`config.mk`:
```
export PLATFORM = sky130hd
export DESIGN_NAME = vwfp_finish
export DESIGN_NICKNAME = d
export VERILOG_FILES = /design/src/vwfp_pkg.sv /design/src/vwfp_finish.sv
export SDC_FILE = /design/constraint.sdc
export NUM_CORES = 1
export LEC_CHECK = 0
export BUFFER_PORTS_ARGS = -buffer_cell sky130_fd_sc_hd__buf_4
export CAP_MARGIN = 25
export CORE_MARGIN = 2
export CORE_UTILIZATION = 35
export DETAILED_ROUTE_END_ITERATION = 10
export PLACE_DENSITY = 0.69
export SETUP_SLACK_MARGIN = 0.15
export SYNTH_ARGS = -nofsm -noshare
export SYNTH_HDL_FRONTEND = slang
export SYNTH_SLANG_ARGS = --single-unit
```
`constraint.sdc`:
```
create_clock -name clk -period 0.9 [get_ports clk]
set_input_delay 0.18 -clock clk [delete_from_list [all_inputs] [get_ports clk]]
set_output_delay 0.18 -clock clk [all_outputs]
set_load 0.03 [all_outputs]
```
`src/vwfp_pkg.sv`:
```
package vwfp_pkg;

    localparam int VALUE_W = 64;
    localparam int WIDTH_W = 7;

    localparam logic [2:0] KIND_ADD    = 3'd0;
    localparam logic [2:0] KIND_SUB    = 3'd1;
    localparam logic [2:0] KIND_MUL    = 3'd2;
    localparam logic [2:0] KIND_SHL    = 3'd3;
    localparam logic [2:0] KIND_SHR    = 3'd4;
    localparam logic [2:0] KIND_RESIZE = 3'd5;

    localparam logic [1:0] ST_OK      = 2'd0;
    localparam logic [1:0] ST_CLAMPED = 2'd1;
    localparam logic [1:0] ST_UNDER   = 2'd2;

    typedef struct packed {
        logic [2:0]         kind;
        logic [VALUE_W-1:0] a_value;
        logic [WIDTH_W-1:0] a_width;
        logic [VALUE_W-1:0] b_value;
        logic [WIDTH_W-1:0] b_width;
        logic [WIDTH_W-1:0] amount;
    } op_t;

    typedef struct packed {
        logic [VALUE_W-1:0] result_value;
        logic [WIDTH_W-1:0] result_width;
        logic [1:0]         status;
    } res_t;

    // Decode stage output
    typedef struct packed {
        logic [2:0]         kind;
        logic [VALUE_W-1:0] a_m;     // a masked to its width
        logic [VALUE_W-1:0] sa;      // a sign-extended to 64 bits
        logic [VALUE_W-1:0] sb;      // b sign-extended to 64 bits
        logic [WIDTH_W-1:0] amount;
        logic [WIDTH_W-1:0] w;
        logic [1:0]         st;
    } s1_t;

    // Execute stage output
    typedef struct packed {
        logic               is_mul;
        logic [VALUE_W-1:0] val;
        logic [VALUE_W-1:0] p_ll;
        logic [31:0]        p_lh;
        logic [31:0]        p_hl;
        logic [VALUE_W-1:0] mask;
        logic [WIDTH_W-1:0] w;
        logic [1:0]         st;
    } s2_t;

    function automatic logic [VALUE_W-1:0] low_mask(input logic [WIDTH_W-1:0] n);
        logic [VALUE_W-1:0] m;
        if (n >= WIDTH_W'(VALUE_W))
            m = '1;
        else
            m = (VALUE_W'(1) << n) - VALUE_W'(1);
        return m;
    endfunction

endpackage

```
`src/vwfp_finish.sv`:
```
module vwfp_finish
    import vwfp_pkg::*;
(
    input  logic clk,
    input  logic rst_n,
    input  logic in_valid,
    input  s2_t  s2,
    output logic out_valid,
    output res_t res
);

    logic         valid_reg;
    res_t         res_reg;
    res_t         res_next;
    logic  [31:0] mid;
    logic  [63:0] raw;

    assign mid = s2.p_lh + s2.p_hl;
    assign raw = s2.is_mul ? (s2.p_ll + {mid, 32'd0}) : s2.val;

    always_comb
    begin
        res_next.result_width = s2.w;
        res_next.status       = s2.st;
        if (s2.st == ST_UNDER)
            res_next.result_value = '0;
        else
            res_next.result_value = raw & s2.mask;
    end

    always_ff @(posedge clk or negedge rst_n)
    begin
        if (!rst_n)
            valid_reg <= 1'b0;
        else
            valid_reg <= in_valid;
    end

    always_ff @(posedge clk)
    begin
        res_reg <= res_next;
    end

    assign out_valid = valid_reg;
    assign res       = res_reg;

endmodule

```
# Word-level counts from Yosys, hierarchy flattened
# Cells that the tools add are included.
# totals
ff_bits	74
input_bits	269
out_inout_bits	74
elab_cells	9
# op_classes
n_addsub	2
eq_ne	1
mux	1
bitwise_logic	1
# ops
cell	n
adder 64 bit	1
bitwise AND 64 bit	1
2-to-1 mux 64 bit	1
adder 32 bit	1
equality test 2 bit, second input constant	1

# Logic depth before layout (Yosys ltp)
# depth
depth_word	4
mapped_depth	22
depth_no_buf	22

# Least setup slack after synthesis
# Ideal clock, no wire load.
# synth_path
path_type	input-to-reg
start	in s2[73] (netlist bit)
end	reg res_reg (netlist bit res[72])
setup_time_ns	0.059
t_arrival_ns	4.307
required_time_ns	0.841
setup_slack_ns	-3.466
cell_stages	21
path_buffers	0
path_cell_list	ha_1 -> inv_1 -> fa_1 -> nor2b_1 -> o31a_1 -> o21ai_0 -> nand2_1 -> a21o_1 -> a21o_1 -> nand3_1 -> a21boi_0 -> ha_1 -> nand2_1 -> nor4_4 -> a2111oi_1 -> o41a_1 -> o31a_1 -> o211a_1 -> or3_1 -> mux2_2 -> nand2_1
# synth_via
elab_chain_len	4
# synth_lines
item	line_no	source
start, declared	vwfp_finish.sv:7	input s2_t s2,
adder 32 bit	vwfp_finish.sv:18	assign mid = s2.p_lh + s2.p_hl;
adder 64 bit	vwfp_finish.sv:19	assign raw = s2.is_mul ? (s2.p_ll + {mid, 32'd0}) : s2.val;
2-to-1 mux 64 bit	vwfp_finish.sv:19	
bitwise AND 64 bit	vwfp_finish.sv:28	res_next.result_value = raw & s2.mask;
end signal, assigned	vwfp_finish.sv:41	res_reg <= res_next;
end, declared	vwfp_finish.sv:13	res_t res_reg;
# Every way passes these cells.
# A chain may end at the register's enable or synchronous reset.

# Final worst setup path
# Same ends and word-level chain as after synthesis.

==> flow_summary_export.csv <==
group,metric,value,unit
run_status,status,"finished, violations left",
run_status,violations,"setup timing",
logic_synthesis,synth-edff-count,0,
clock_tree,clk_pin_slew_worst_paths,0.07,ns
clock_tree,clkSinkCount,74,
place,routabilityCongestion,0.9227,
floorplanning,ios,343,
critical_path,critPathMaxFanout,2,
sta,timing.final.ws_setup,-2.937,ns
cells_and_area,syn2layout_area_growth,111.1,%
critical_path,startpoint_type,"input pin",
routing,routed_wl,25.58,mm
logic_synthesis,async_reset_ff_share,1.351,%
floorplanning,fp-row-count,47,
logic_synthesis,synth_flop_cell,"dfxtp_1",
power,p_switching,7136,uW
cells_and_area,n_fill_cell,1143,
sta,hold_viol,0,
logic_synthesis,synthCells,718,
sta,setup_viol,105,
routing,vias,7537,
clock_tree,cts_tree,"yes",
floorplanning,core,16410,um^2
clock_tree,ctsRootBufferMaster,"clkbuf_16",
sta,fin_setup_tns,-76.61,ns
critical_path,slowest_delay,0.38,ns
power,switching_share,36.93,%
logic_synthesis,synth_top_area_cell,"dfxtp_1",
power,pwr-share-comb,61.5,%
flow_run,cap_viol_max_count,0,
floorplanning,die-area,17650,um^2
hold_path,hp-class,"in -> reg",
hold_path,whs_endpoint,"res[70]",
clock_tree,numCtsBuffers,9,
routing,drt-pass1-iter-count,4,
sta,worstMarginPinSlew,0.4329,ns
cells_and_area,antenna_cells,0,
cells_and_area,multi_input_comb_area,5024,um^2
sta,slew_headroom,70.96,%
routing,vias_per_cell,4.962,
critical_path,arrival,4.12,ns
logic_synthesis,syn_area,5812,um^2
logic_synthesis,seq_area_frac_synth,25.58,%
critical_path,crit_chain,"buf_6, ha_4, inv_2, fa_2, nor2b_2, o31a_1, o21ai_2, nand2_1, a21o_1, a21o_1, nand3_1, a21boi_1, ha_1, nand2_2, nor4_4, a2111oi_4, o41a_1, o31a_1, o211a_1, or3_1, mux2_4, nand2_1",
logic_synthesis,synth.ff_latch_count,74,
grt,grt_pass1_vias,7261,
clock_tree,cts_buffer_depth,2,
cells_and_area,regArea,1577,um^2
power,seq_power_share,19.9,%
cells_and_area,fin_area,12270,um^2
grt,grt_max_degree,22,
power,power_leakage,0.006136,uW
power,p_int,12180,uW
critical_path,end_kind,"flop",
critical_path,cp.required,1.18,ns
critical_path,crit_slowest_cell,"o41a_1",
logic_synthesis,synth_top_area_share,25.15,%
hold_path,whs_path_depth,3,
hold_path,hold_path_startpoint,"s2[70]",
place,hpwl,19.14,mm
grt,antenna_found_initial,0,
routing,drtIter0Drc,301,
logic_synthesis,synth_fp_nets,1056,
place,io_buffers,342,
routing,drc,0,
cells_and_area,nets,1633,
grt,grt_pass1_wl,36.78,mm
critical_path,crit_buf_inv,2,
routing,post_drt_wl_per_cell,16.84,um
floorplanning,die_h,132.9,um
logic_synthesis,yosys_warnings,0,
routing,ant_nets,0,
floorplanning,die_w,132.9,um
place,place_area,10290,um^2
sta,timing.final.crit_period,3.837,ns
sta,clock.fmax,0.2606,GHz
logic_synthesis,synth.area.top_cells,"dfxtp_1 (25%), ha_1 (14%), mux2i_1 (9.6%)",
floorplanning,initial_core_util,35.42,%
cells_and_area,largest_reg_flops,73,
grt,grt-ovfl-total,0,
sta,rsz0062_at_grt,"true",
logic_synthesis,avgSynthCellArea,8.094,um^2
sta,finalCritPeriodShare,426.4,%
clock_tree,h-tree-depth,3,
logic_synthesis,ys_types,52,
power,p_per_area,1575,nW/um^2
critical_path,crit_family,"compound AO/OA/AOI/OAI gates",
cells_and_area,drive_above_1_share,61.43,%
power,ir_worst_vdd,0.9649,mV
power,clkPwrFrac,18.6,%
sta,report.final.slew_viol_count,0,
grt,grt_usage,26.01,%
critical_path,path_class,"in -> reg",
[final cells by class]
class / instances / area share (%)
sequential: 74 / 12.85
tap: 220 / 2.243
multi-input combinational: 611 / 40.94
timing repair buffer: 587 / 41.17
clock inverter: 6 / 0.5506
inverter: 12 / 0.4079
clock buffer: 9 / 1.835
[stage by stage]
step	worst slack [ns]	hold WS, ns	util, %	total power, uW	std cells
global route	-3.094	0.06080	74.79	20290	1519
detailed placement	-3.440	-0.04155	62.74	13160	1452
floorplan	-3.200	-0.1156	-	8770	718
CTS	-2.925	0.04610	70.76	18090	1501
finish	-2.937	0.06479	74.79	19320	1519
global placement	-3.332	-0.04423	62.74	13020	1452
[power by group through the flow]
stage               clock network (uW)  registers, uW  logic (uW)
finish                            3590           3850       11900
floorplan                            0           4460        4310
detailed placement                   0           3780        9380
CTS                               3660           3840       10600
global route                      3770           3870       12600
global placement                     0           3770        9260
[cell usage in the layout (no fill, tap or decap), types with 13 or more instances in the layout]
cell,instances
nor2_1,83
xnor2_1,28
buf_4,453
mux2i_1,51
nand2_1,63
a21oi_1,38
dfxtp_2,72
o21ai_2,13
a21o_1,33
ha_1,58
buf_6,108
nand2_2,15
[logic make-up after synthesis]
family                   count (synthesis)  synth area share, %
XOR/XNOR                                53                7.987
buffers and inverters                   33                2.153
adder cells (fa/ha/maj)                 69                15.11
AO/OA/AOI/OAI                          181                19.89
flip-flops                              74                25.58
multiplexers                            59                10.23
AND/OR/NAND/NOR                        249                19.05
[per-layer routing]
layer | share of wire [%] | up-vias | global-route usage, %
met5 | 0 | - | 0
met4 | 3.9 | 0 | 9.618
met3 | 4.7 | 62 | 4.598
met2 | 51 | 250 | 47.58
met1 | 40 | 3508 | 30.18
li1 | - | 3717 | -
[worst max path at each step]
stage / start / to / slack [ns] / cells after the start
6_report: s2[73] / res[72] / -2.94 / 22
5_1_grt: s2[73] / res[72] / -3.09 / 22
4_1_cts: s2[73] / res[72] / -2.93 / 22
3_5_place_dp: s2[73] / res[72] / -3.44 / 22
3_3_place_gp: s2[73] / res[72] / -3.33 / 22
2_1_floorplan: s2[73] / res[72] / -3.20 / 21
[cell usage after synthesis (2+ instances only)]
| cell type | instances |
|---|---|
| buf_1 | 5 |
| o21a_1 | 6 |
| fa_1 | 2 |
| inv_1 | 11 |
| xor2_1 | 14 |
| or2_2 | 3 |
| nand4b_1 | 6 |
| ha_1 | 67 |
| a2111oi_0 | 3 |
| nand2b_1 | 5 |
| o21bai_1 | 9 |
| mux2_2 | 3 |
| nor2b_1 | 10 |
| a21boi_0 | 3 |
| mux2i_1 | 56 |
| nor3_1 | 9 |
| dfxtp_1 | 73 |
| clkbuf_1 | 15 |
| nor2_1 | 95 |
| a21o_1 | 33 |
| a211oi_1 | 12 |
| nand3_1 | 12 |
| a22oi_1 | 2 |
| and3_1 | 5 |
| o31a_1 | 2 |
| o211ai_1 | 6 |
| xnor2_1 | 39 |
| a21oi_1 | 57 |
| or3_1 | 2 |
| o21ai_0 | 35 |
| nand4_1 | 10 |
| nand2_1 | 88 |
[worst min-delay path, cell delays in order]
cell,delay [ns]
buf_4,0.11
nand2_1,0.04
nor2_1,0.03
[repair_timing]
action                                  in CTS  in global routing
pin swaps                                   58                 66
hold buffers                                11                  0
setup buffers                               21                 15
hold endpoints to repair                    11                  0
endpoints found under the setup margin     124                129
gates resized for setup                    223                100
cloned                                       2                  3
(Power assumes the default switching activity.)
